## config.mk

```make
export PLATFORM = sky130hd
export DESIGN_NAME = efrd_cell
export DESIGN_NICKNAME = d
export VERILOG_FILES = /design/src/efrd_pkg.sv /design/src/efrd_cell.sv
export SDC_FILE = /design/constraint.sdc
export NUM_CORES = 1
export LEC_CHECK = 0
export ABC_AREA = 1
export BUFFER_PORTS_ARGS = -buffer_cell sky130_fd_sc_hd__clkbuf_2
export CORE_MARGIN = 2
export CORE_UTILIZATION = 43
export CTS_CLUSTER_SIZE = 40
export DETAILED_ROUTE_END_ITERATION = 8
export PLACE_DENSITY = 0.72
export SLEW_MARGIN = 5
export SYNTH_ARGS = -nofsm -noshare
export SYNTH_HDL_FRONTEND = slang
export SYNTH_SLANG_ARGS = --single-unit
```

## constraint.sdc

```tcl
create_clock -name aclk -period 1.7 [get_ports aclk]
set_input_delay 0.17 -clock aclk [delete_from_list [all_inputs] [get_ports aclk]]
set_output_delay 0.17 -clock aclk [all_outputs]
set_load 0.01 [all_outputs]
```

## src/efrd_pkg.sv

```systemverilog
`timescale 1ns / 1ps
// ----------------------------------------------------------------------------
// efrd_pkg
// Shared types and constants of the earliest free room dispatcher: the item
// formats of both channels, the scan record that runs along the room cells,
// the write command that the controller broadcasts and the controller states.
// ----------------------------------------------------------------------------
package efrd_pkg;

    // Field widths.
    localparam int TIME_W    = 48;
    localparam int IN_TIME_W = 32;
    localparam int USES_W    = 32;
    localparam int ROOM_W    = 4;
    localparam int RC_W      = 5;

    // Saturation limits.
    localparam logic [TIME_W-1:0] TIME_MAX = {TIME_W{1'b1}};
    localparam logic [USES_W-1:0] USES_MAX = {USES_W{1'b1}};

    // Reset value of the room count register.
    localparam logic [RC_W-1:0] ROOM_COUNT_RESET = 5'd16;

    // Command codes.
    localparam logic CMD_CLEAR = 1'b0;
    localparam logic CMD_JOB   = 1'b1;

    // Register indexes of the configuration port.
    localparam logic REG_ROOM_COUNT = 1'b0;

    // One input item.
    typedef struct packed {
        logic                 command;
        logic [IN_TIME_W-1:0] start_time;
        logic [IN_TIME_W-1:0] end_time;
    } in_item_t;

    // One result item.
    typedef struct packed {
        logic [ROOM_W-1:0] assigned_room;
        logic [TIME_W-1:0] actual_start;
        logic [TIME_W-1:0] actual_finish;
        logic              was_delayed;
        logic [ROOM_W-1:0] busiest_room;
        logic [USES_W-1:0] busiest_count;
        logic              bad_item;
    } out_item_t;

    // Scan record handed from cell to cell; the room indexes travel beside it.
    typedef struct packed {
        logic              valid;
        logic              free_found;
        logic [USES_W-1:0] free_uses;
        logic              min_valid;
        logic [TIME_W-1:0] min_finish;
        logic [USES_W-1:0] min_uses;
    } probe_t;

    // Write command broadcast to every cell; the target index travels beside it.
    typedef struct packed {
        logic              clear;
        logic              en;
        logic [TIME_W-1:0] finish;
        logic [USES_W-1:0] uses;
    } cell_wr_t;

    // Controller states.
    typedef enum logic [1:0] {
        S_IDLE,
        S_SCAN,
        S_WRITE
    } ctrl_state_t;

endpackage

```

## src/efrd_cell.sv

```systemverilog
`timescale 1ns / 1ps
// ----------------------------------------------------------------------------
// efrd_cell
// One room of the dispatcher. It holds the room's finish time and use count,
// folds itself into the scan record as that record passes, and takes the
// broadcast write or clear addressed to it.
// ----------------------------------------------------------------------------
module efrd_cell #(
    parameter int IDX_W = 4
) (
    input  logic                           aclk,
    input  logic                           aresetn,
    input  logic [IDX_W-1:0]               my_idx,
    input  logic                           active,
    input  logic [efrd_pkg::IN_TIME_W-1:0] start_time,
    input  efrd_pkg::probe_t               probe_in,
    input  logic [IDX_W-1:0]               free_idx_in,
    input  logic [IDX_W-1:0]               min_idx_in,
    output efrd_pkg::probe_t               probe_out,
    output logic [IDX_W-1:0]               free_idx_out,
    output logic [IDX_W-1:0]               min_idx_out,
    input  efrd_pkg::cell_wr_t             wr,
    input  logic [IDX_W-1:0]               wr_idx
);
    import efrd_pkg::*;

    logic [TIME_W-1:0] finish_reg;
    logic [USES_W-1:0] uses_reg;
    probe_t            probe_reg;
    probe_t            probe_next;
    logic [IDX_W-1:0]  free_idx_reg;
    logic [IDX_W-1:0]  free_idx_next;
    logic [IDX_W-1:0]  min_idx_reg;
    logic [IDX_W-1:0]  min_idx_next;
    logic              take_free;
    logic              take_min;

    // This room is free if it finishes at or before the requested start.
    assign take_free = active && !probe_in.free_found &&
                       (finish_reg <= {{(TIME_W-IN_TIME_W){1'b0}}, start_time});
    // Strictly earlier finish wins, so the lowest index keeps ties.
    assign take_min  = active && (!probe_in.min_valid ||
                       (finish_reg < probe_in.min_finish));

    // Fold this room into the passing record.
    always_comb begin
        probe_next    = probe_in;
        free_idx_next = free_idx_in;
        min_idx_next  = min_idx_in;
        if (take_free) begin
            probe_next.free_found = 1'b1;
            probe_next.free_uses  = uses_reg;
            free_idx_next         = my_idx;
        end
        if (take_min) begin
            probe_next.min_valid  = 1'b1;
            probe_next.min_finish = finish_reg;
            probe_next.min_uses   = uses_reg;
            min_idx_next          = my_idx;
        end
    end

    // Room state: cleared by the clear command, written when addressed.
    always_ff @(posedge aclk) begin
        if (!aresetn || wr.clear) begin
            finish_reg <= '0;
            uses_reg   <= '0;
        end else if (wr.en && (wr_idx == my_idx)) begin
            finish_reg <= wr.finish;
            uses_reg   <= wr.uses;
        end
    end

    // Record stage towards the next cell; only the valid bit needs a reset.
    always_ff @(posedge aclk) begin
        if (!aresetn) begin
            probe_reg.valid <= 1'b0;
        end else begin
            probe_reg.valid <= probe_next.valid;
        end
        probe_reg.free_found <= probe_next.free_found;
        probe_reg.free_uses  <= probe_next.free_uses;
        probe_reg.min_valid  <= probe_next.min_valid;
        probe_reg.min_finish <= probe_next.min_finish;
        probe_reg.min_uses   <= probe_next.min_uses;
        free_idx_reg         <= free_idx_next;
        min_idx_reg          <= min_idx_next;
    end

    assign probe_out    = probe_reg;
    assign free_idx_out = free_idx_reg;
    assign min_idx_out  = min_idx_reg;

endmodule

```

==> impl_metrics.tcl, run 1 <==
set metrics [dict create \
    h-tree-depth 1 \
    drt-total-wl_um 42080 \
    worst-setup-path-type "register to register" \
    grt_pass1_vias 11400 \
    worstPathMaxFanout 7 \
    io_buffers 370 \
    area_growth_syn_to_layout_pct 75.42 \
    fin_ws_ns -0.5983 \
    layout_common_cells "clkbuf_2, nand2_1, dlygate4sd3_1" \
    synth_fa_ha_area_share_pct 10.59 \
    coreArea_sq_um 21150 \
    cts_tree "done" \
    numCtsBuffers 23 \
    cp_slowest_cell "dfxtp_4" \
    ant_nets 0 \
    nets 2205 \
    clkTransAtPathRegs_ns 0.06 \
    async_flop_share_pct 0 \
    synth_top_family_by_area "simple AND/OR/NAND/NOR gates" \
    finalNonFillerCells 2170 \
    crit_chain "buf_4 -> ha_4 -> nand2_1 -> nor2_2 -> nand3_2 -> nor2_4 -> nand4_1 -> nand2_4 -> buf_8 -> clkbuf_16 -> nand3_2 -> nand2_1" \
    crit_buf_inv 3 \
    num_io_pins 371 \
    cts.sinks 203 \
    yosys_warnings 0 \
    ys_ff_latch 203 \
    yosysUniqueCellTypes 25 \
    post-route-drc-count 0 \
    cp-start-kind "register" \
    yosysSeqAreaShare_pct 43.53 \
    synthMuxAreaShare_pct 0 \
    place_ws_ns -0.3807 \
    synthXorXnorAreaFrac_pct 0.3753 \
    drt-initial-drc-count 850 \
    hpwl_um 22900 \
    netlist_instances 1231 \
    antenna_found_initial 4 \
    cts_root_buf "clkbuf_16" \
    outcome "finished with violations" \
    clock_latency_ns 0.52 \
    p_leak_uw 0.008221 \
    slew-limit-headroom_pct 60.22 \
    placed_cells 1896 \
    final_area_sq_um 16380 \
    timing.final.crit_share_pct 135.2 \
    worstMarginPinSlew_ns 0.5967 \
    violations "setup timing" \
    mostFrequentLayoutCell "clkbuf_2" \
    grt_usage_pct 31.82 \
    clockBufferDepth 3 \
    skew_ns 0.01233 \
    detailed_place.area_sq_um 12170 \
    core.rowCount 53 \
    layout-drive-gt1-share_pct 38.36 \
    viasPerCell 5.294 \
    grt_max_degree 53 \
    synth_edf_count 0 \
    crit_path_end_kind "register" \
    fin_hold_ws_ns 0.005232 \
    drv_cap 0 \
    die_w_um 151.3 \
    period_needed_ns 2.298 \
    wl_per_cell_um 19.39 \
    syn_avg_cell_area_sq_um 7.583 \
    path_delay_family "simple AND/OR/NAND/NOR gates" \
    holdCritPathClass "primary input to register" \
    ir_drop_uv 558.8 \
    fin_tns_setup_ns -54.04 \
    via_count 11489 \
    largest_register_ffs 115 \
    synth-simple-area-share_pct 25.47 \
    rsz0062_at_grt "true" \
    final_hold_viol_count 0 \
    p_per_area_nw_per_um2 753.5 \
    die_h_um 151.3 \
    cp.arrival_ns 2.76 \
    grt_first_pass_wirelength_um 56900 \
    synth_nets 1558 \
    finalSetupViolCount 135 \
    max_stage_delay_ns 0.35 \
    synth_area_sq_um 9335 \
    initial_core_util_pct 44.13 \
    required_ns 2.16 \
    grt-ovfl-total 0 \
    synth-compound-area-share_pct 9.221 \
    drtPass1Iterations 5 \
    gp_congestion 0.8425 \
    synth-main-ff-cell "dfxtp_1" \
    drv_slew 0 \
    timing.fmax_ghz 0.4351 \
    die_area_sq_um 22900 \
]
[report_power, final]
group          internal (uW)  total (uW)  switching, uW  leakage [uW]
Clock                   2760        4800           2030      0.000350
Combinational           1190        2450           1260       0.00618
Sequential              4990        5100            110       0.00169
[cell type report]
type | count | area (sq um)
flip-flops and latches | 203 | 4110
inverters | 183 | 686.9
fillers | 1297 | 4778
clock inverters | 4 | 26.28
well taps | 275 | 344.1
clock buffers | 33 | 683.2
multi-input cells | 785 | 5311
diodes | 5 | 12.51
repair buffers | 682 | 5201
[logic make-up (layout without fill, tap and decap cells)]
family,after synthesis,in the layout
compound gates,130,130
xor+xnor,4,4
fa+ha+maj,79,79
buf+inv,244,902
flops,203,203
other cells,0,5
simple gates,571,572
[synthesized netlist by cell type (4+ instances only)]
| master | count | area, sq um |
|---|---|---|
| a211oi_1 | 80 | 600.6 |
| a21oi_1 | 35 | 175.2 |
| buf_1 | 7 | 26.28 |
| buf_2 | 14 | 70.07 |
| buf_4 | 6 | 45.04 |
| buf_6 | 5 | 56.30 |
| clkbuf_1 | 28 | 105.1 |
| dfxtp_1 | 203 | 4064 |
| ha_1 | 79 | 988.5 |
| inv_1 | 183 | 686.9 |
| nand2_1 | 310 | 1164 |
| nand2_2 | 13 | 81.33 |
| nand3_1 | 125 | 625.6 |
| nand4_1 | 10 | 62.56 |
| nor2_1 | 105 | 394.1 |
| nor3_1 | 4 | 20.02 |
| o21ai_0 | 11 | 55.05 |
[path summary, 6_finish.rpt]
check / endpoint / slack, ns / startpoint / cells past startpoint
max: probe_out[86] / -0.60 / finish_reg[19] / 12
min: probe_out[80] / 0.005 / probe_in[80] / 3
max reg2reg: probe_out[86] / -0.60 / finish_reg[19] / 12
min reg2reg: probe_out[32] / 0.49 / finish_reg[0] / 2
[stage by stage]
| stage | utilization (%) | power [uW] |
|---|---|---|
| 6_report | 77.41 | 12340 |
| 5_1_grt | 77.39 | 12730 |
| 4_1_cts | 73.07 | 11950 |
| 3_5_place_dp | 57.53 | 6705 |
| 3_3_place_gp | 57.53 | 6681 |
| 2_1_floorplan | - | 5875 |
[worst reg2reg max path, delay by kind of cell (launching register included)]
family                   cells  cell delay [ns]
AND/OR/NAND/NOR              8             1.15
buffers and inverters        3             0.49
flip-flops                   1             0.35
adder cells (fa/ha/maj)      1             0.26
[timing repair]
action                                 4_1_cts  5_1_grt
buffers inserted                             7        4
hold buffers                               204        1
endpoints found under the hold margin      200        1
setup endpoints to repair                  122      133
pin swaps                                   10       67
gates cloned                                 7        9
resized for setup                           65      163
[routing by layer]
metal / up-vias / wire length [um] / track usage [%]
met3: 246 / 3815 / 6.476
met2: 736 / 20430 / 54.66
met1: 5258 / 15100 / 36.65
li1: 5247 / - / -
met4: 2 / 2717 / 18.41
met5: - / 16 / 0
Power figures use the tool's default switching activity.
==> run 2, diff against run 1 <==
- BUFFER_PORTS_ARGS: -buffer_cell sky130_fd_sc_hd__clkbuf_2 -> default
- CORE_MARGIN: 2 -> default
- DONT_BUFFER_PORTS: default -> 1
- PLACE_DENSITY: 0.72 -> 0.57
- RECOVER_POWER: default -> 25
==> run 2 against run 1 <==
The run ends with hold timing, setup timing left. Via count decreased by 18%. Routed wire length decreased by 18%. Largest cell class unchanged. Highest routed layer is now met4. Combinational power decreased by 36%. Hold slack got worse by 0.22 ns. Flip-flop and latch count unchanged.
==> impl_metrics.tcl, run 2 (synthesis gave the netlist of run 1 again) <==
set metrics [dict create \
    initial_core_util_pct 44.13 \
    grt_max_degree 88 \
    ir_drop_uv 695.8 \
    via_count 9475 \
    timing.fmax_ghz 0.4723 \
    post-route-drc-count 0 \
    crit_path_end_kind "register" \
    area_growth_syn_to_layout_pct 57.23 \
    timing.final.crit_share_pct 124.5 \
    drv_slew 0 \
    detailed_place.area_sq_um 10280 \
    grt_pass1_vias 9400 \
    worstPathMaxFanout 6 \
    antenna_found_initial 1 \
    cts_tree "done" \
    worst_path_most_repeated_cell "nand2_2" \
    violations "hold timing, setup timing" \
    skew_ns 0.02087 \
    period_needed_ns 2.117 \
    grt_first_pass_wirelength_um 49400 \
    numCtsBuffers 23 \
    holdCritPathClass "primary input to register" \
    rsz0062_at_grt "true" \
    p_leak_uw 0.006784 \
    num_io_pins 371 \
    final_hold_viol_count 84 \
    crit_buf_inv 2 \
    required_ns 2.12 \
    h-tree-depth 1 \
    mostFrequentLayoutCell "nand2_1" \
    largest_register_ffs 115 \
    gp_congestion 0.8401 \
    cts.sinks 203 \
    slew-limit-headroom_pct 69.05 \
    r2r_slack_ns -0.42 \
    nets 1839 \
    placed_cells 1523 \
    hpwl_um 19810 \
    fin_ws_ns -0.4173 \
    p_per_area_nw_per_um2 816.4 \
    final_area_sq_um 14680 \
    wl_per_cell_um 19.09 \
    drtPass1Iterations 5 \
    drt-initial-drc-count 445 \
    cts_root_buf "clkbuf_16" \
    worst-setup-path-type "register to register" \
    worstMarginPinSlew_ns 0.4638 \
    die_h_um 149.3 \
    coreArea_sq_um 21150 \
    cp-start-kind "register" \
    die_area_sq_um 22300 \
    clockBufferDepth 3 \
    io_buffers 0 \
    finalSetupViolCount 122 \
    fin_hold_ws_ns -0.2111 \
    clkTransAtPathRegs_ns 0.06 \
    core.rowCount 53 \
    cp_slowest_cell "dfxtp_2" \
    grt-ovfl-total 0 \
    clock_latency_ns 0.53 \
    grt_usage_pct 28.20 \
    viasPerCell 5.249 \
    finalNonFillerCells 1805 \
    cp.arrival_ns 2.53 \
    drv_cap 0 \
    ant_nets 0 \
    drt-total-wl_um 34460 \
    outcome "finished with violations" \
    layout-drive-gt1-share_pct 25.90 \
    layout_common_cells "nand2_1, dlygate4sd3_1, inv_1" \
    max_stage_delay_ns 0.34 \
    crit_chain "ha_4 -> nand4_1 -> nor2_2 -> nand2_4 -> nor2_4 -> nand2_2 -> nand2_2 -> nor2_2 -> nand2_2 -> nand2_8 -> buf_8 -> clkbuf_16 -> nand3_2 -> nand2_1" \
    die_w_um 149.3 \
    cts_hold_buf 208 \
    path_delay_family "simple AND/OR/NAND/NOR gates" \
]
run 2: changes by cell type in the layout (fill, tap and decap cells not counted), moves of 14 or more:
| cell | before | now |
|---|---|---|
| nand3_2 | 40 | 63 |
| clkbuf_2 | 369 | 0 |
| nand2_4 | 19 | 33 |
| nand3_1 | 78 | 59 |
| nand2_2 | 55 | 80 |
| nand2_1 | 247 | 209 |
run 2: final cells by class:
| cell class | instances | area, sq um |
|---|---|---|
| fillers | 1535 | 6476 |
| multi-input cells | 785 | 5380 |
| flip-flops and latches | 203 | 4099 |
| repair buffers | 316 | 3373 |
| inverters | 183 | 686.9 |
| clock buffers | 28 | 644.4 |
| well taps | 275 | 344.1 |
| clock inverters | 14 | 147.6 |
| diodes | 1 | 2.502 |
run 2: power breakdown:
part | internal [uW] | total [uW] | switching, uW
sequential | 4990 | 5230 | 236
combinational | 788 | 1570 | 782
clock | 3030 | 5180 | 2150
total | 8810 | 12000 | 3170
run 2: through the flow:
step           TNS (ns)  worst slack, ns  util [%]  power, uW
3_3_place_gp     -39.32          -0.3733     48.58       6114
6_report         -44.22          -0.4173     69.39      11980
4_1_cts          -37.00          -0.3481     66.17      11790
5_1_grt          -62.30          -0.5588     69.39      12400
2_1_floorplan    -5.890         -0.08516         -       5875
3_5_place_dp     -40.82          -0.3919     48.58       6123
run 2: worst register-to-register path, delay by kind of cell, from the launching register on:
| family | cells | cell delay [ns] |
|---|---|---|
| simple gates | 11 | 1.06 |
| fa+ha+maj | 1 | 0.27 |
| flops | 1 | 0.34 |
| buf+inv | 2 | 0.33 |
run 2: final timing paths:
| path | endpoint | from | cells after the start |
|---|---|---|---|
| worst max-delay path | probe_out[5] | finish_reg[47] | 14 |
| worst min-delay path | probe_out[11] | active | 2 |
| worst max register to register | probe_out[5] | finish_reg[47] | 14 |
| worst min register to register | probe_out[29] | uses_reg[29] | 2 |
run 2: what timing repair did:
action | CTS | global route
endpoints found under the setup margin | 122 | 122
pin swaps | 22 | 47
hold endpoints to repair | 203 | 84
buffers inserted | 13 | 4
gates cloned | 9 | 9
gates resized for setup | 121 | 151
run 2: metal layers:
layer / GRT usage (%) / part of all wire [%] / up-vias
met3: 6.544 / 7.7 / 106
met5: 0 / 0 / -
li1: - / - / 4519
met4: 9.490 / 3.8 / 0
met1: 34.28 / 39 / 4422
met2: 48.54 / 49 / 428
==> run 3, diff against run 2 <==
- TNS_END_PERCENT: default -> 5
==> run 3 against run 2 <==
The run still ends with hold timing, setup timing left. Cell area decreased by 6.4%. Critical path type unchanged. Core utilization decreased by 4.4 points. Non-clock buffer count decreased by 6. Count of clock-buffer cells in the layout increased by 4. Hold slack improved by 0.040 ns. Flip-flop and latch count unchanged. Critical path depth decreased by 2.
==> impl_metrics.tcl, run 3 (synthesis gave the netlist of run 1 again) <==
set metrics [dict create \
    grt_pass1_vias 9298 \
    mostFrequentLayoutCell "nand2_1" \
    timing.fmax_ghz 0.4828 \
    via_count 9321 \
    drv_slew 0 \
    fin_tns_setup_ns -37.08 \
    layout-drive-gt1-share_pct 17.31 \
    drtPass1Iterations 5 \
    violations "hold timing, setup timing" \
    rsz0062_at_grt "true" \
    post-route-drc-count 0 \
    finalNonFillerCells 1794 \
    fin_hold_ws_ns -0.1709 \
    placed_cells 1538 \
    r2r_cells 12 \
    layout_common_cells "nand2_1, dlygate4sd3_1, inv_1, dfxtp_1, nand3_1" \
    nets 1833 \
    clock_latency_ns 0.51 \
    drt-initial-drc-count 410 \
    p_per_area_nw_per_um2 832.1 \
    h-tree-depth 1 \
    wl_per_cell_um 18.28 \
    core.rowCount 53 \
    timing.final.crit_share_pct 121.8 \
    final_hold_viol_count 85 \
    area_growth_syn_to_layout_pct 47.25 \
    outcome "finished with violations" \
    cts_tree "done" \
    crit_path_end_kind "register" \
    worstPathMaxFanout 5 \
    drt-total-wl_um 32800 \
    io_buffers 0 \
    viasPerCell 5.196 \
    period_needed_ns 2.071 \
    worstMarginPinSlew_ns 1.023 \
    clkTransAtPathRegs_ns 0.06 \
    gp_congestion 0.8628 \
    worst-setup-path-type "register to register" \
    cp-start-kind "register" \
    coreArea_sq_um 21150 \
    fillers 1719 \
    endpoint "probe_out[108]" \
    worstReg2RegStart "finish_reg[30]" \
    p_leak_uw 0.006472 \
    grt-ovfl-total 0 \
    grt_max_degree 87 \
    min_from "active" \
    die_area_sq_um 22300 \
    antenna_cells 0 \
    cp.arrival_ns 2.47 \
    fin_ws_ns -0.3711 \
    clockBufferDepth 3 \
    antenna_found_initial 0 \
    skew_ns 0.01154 \
    r2r_slack_ns -0.37 \
    grt_usage_pct 27.14 \
    drv_cap 0 \
    holdCritPathClass "primary input to register" \
    largest_register_ffs 115 \
    slew-limit-headroom_pct 31.65 \
    num_io_pins 371 \
    hpwl_um 20060 \
    ir_drop_uv 670.5 \
    finalSetupViolCount 122 \
    cts.sinks 203 \
    initial_core_util_pct 44.13 \
    grt_first_pass_wirelength_um 47400 \
    cts_root_buf "clkbuf_16" \
    numCtsBuffers 23 \
    ant_nets 0 \
    required_ns 2.10 \
    die_h_um 149.3 \
    cp-startpoint "finish_reg[30]" \
    die_w_um 149.3 \
    reg2reg_to "probe_out[108]" \
]
## run 3: cell types whose count changed in the layout (fill, tap and decap cells not counted), moves of 11 or more
cell,previous run,this run
nand3_2,63,3
nand3_1,59,122
nand2_2,80,49
nand2_4,33,8
buf_12,17,6
nand2_1,209,265
## run 3: through the flow
step | instance area, sq um | total power (uW) | hold slack [ns] | util [%] | worst slack, ns
final | 13750 | 11440 | -0.1709 | 64.98 | -0.3711
after global routing | 13750 | 11830 | -0.1757 | 64.98 | -0.4874
after CTS | 13310 | 11380 | -0.2170 | 62.93 | -0.3253
after detailed placement | 10280 | 6127 | 0.2708 | 48.61 | -0.4408
after global placement | 10280 | 6114 | 0.2669 | 48.61 | -0.3764
after floorplan | 9450 | 5861 | 0.2619 | - | -0.09691
## run 3: critical path, cell delays in order, from the launching register on
cell	delay, ns
dfxtp_2	0.33
buf_6	0.12
ha_4	0.26
nand4_1	0.14
nor2_2	0.20
nand3_2	0.11
nor2_2	0.11
nand4_1	0.15
nand2_4	0.13
nand2_4	0.08
buf_2	0.17
nand2_1	0.08
nand2_1	0.07
## run 3: worst min path at each step
stage | slack [ns] | depth (start not counted) | to
detailed placement | 0.27 | 2 | probe_out[80]
global route | -0.18 | 2 | probe_out[37]
CTS | -0.22 | 2 | probe_out[96]
global placement | 0.27 | 2 | probe_out[113]
finish | -0.17 | 2 | probe_out[8]
floorplan | 0.26 | 2 | probe_out[80]
## run 3: routing by layer
metal | vias up | track usage, % | wire length (um)
li1 | 4500 | - | -
met1 | 4288 | 31.85 | 12850
met2 | 450 | 47.08 | 16060
met3 | 83 | 7.125 | 2960
met4 | 0 | 10.05 | 926
met5 | - | 0 | 0
## run 3: timing repair
action / CTS / global route
gates resized for setup: 44 / 81
pin swaps: 14 / 17
cloned: 4 / 5
hold endpoints to repair: 203 / 85
hold buffers: 206 / 2
setup endpoints to repair: 122 / 122
buffers inserted: 2 / 0
## run 3: area by class of cell
type / count / area [sq um] / share of cell area, %
Clock buffer: 32 / 659.4 / 4.797
Clock inverter: 6 / 58.81 / 0.4278
Inverter: 183 / 686.9 / 4.997
Multi-Input combinational cell: 785 / 4836 / 35.18
Sequential cell: 203 / 4095 / 29.79
Tap cell: 275 / 344.1 / 2.503
Timing Repair Buffer: 310 / 3065 / 22.30
## run 3: where the power goes
| group | total, uW | leakage (uW) | internal (uW) | switching [uW] |
|---|---|---|---|---|
| clock network | 4810 | 0.000358 | 2840 | 1980 |
| registers | 5230 | 0.00169 | 4990 | 232 |
| logic | 1400 | 0.00443 | 705 | 695 |
| total | 11400 | 0.00647 | 8530 | 2900 |
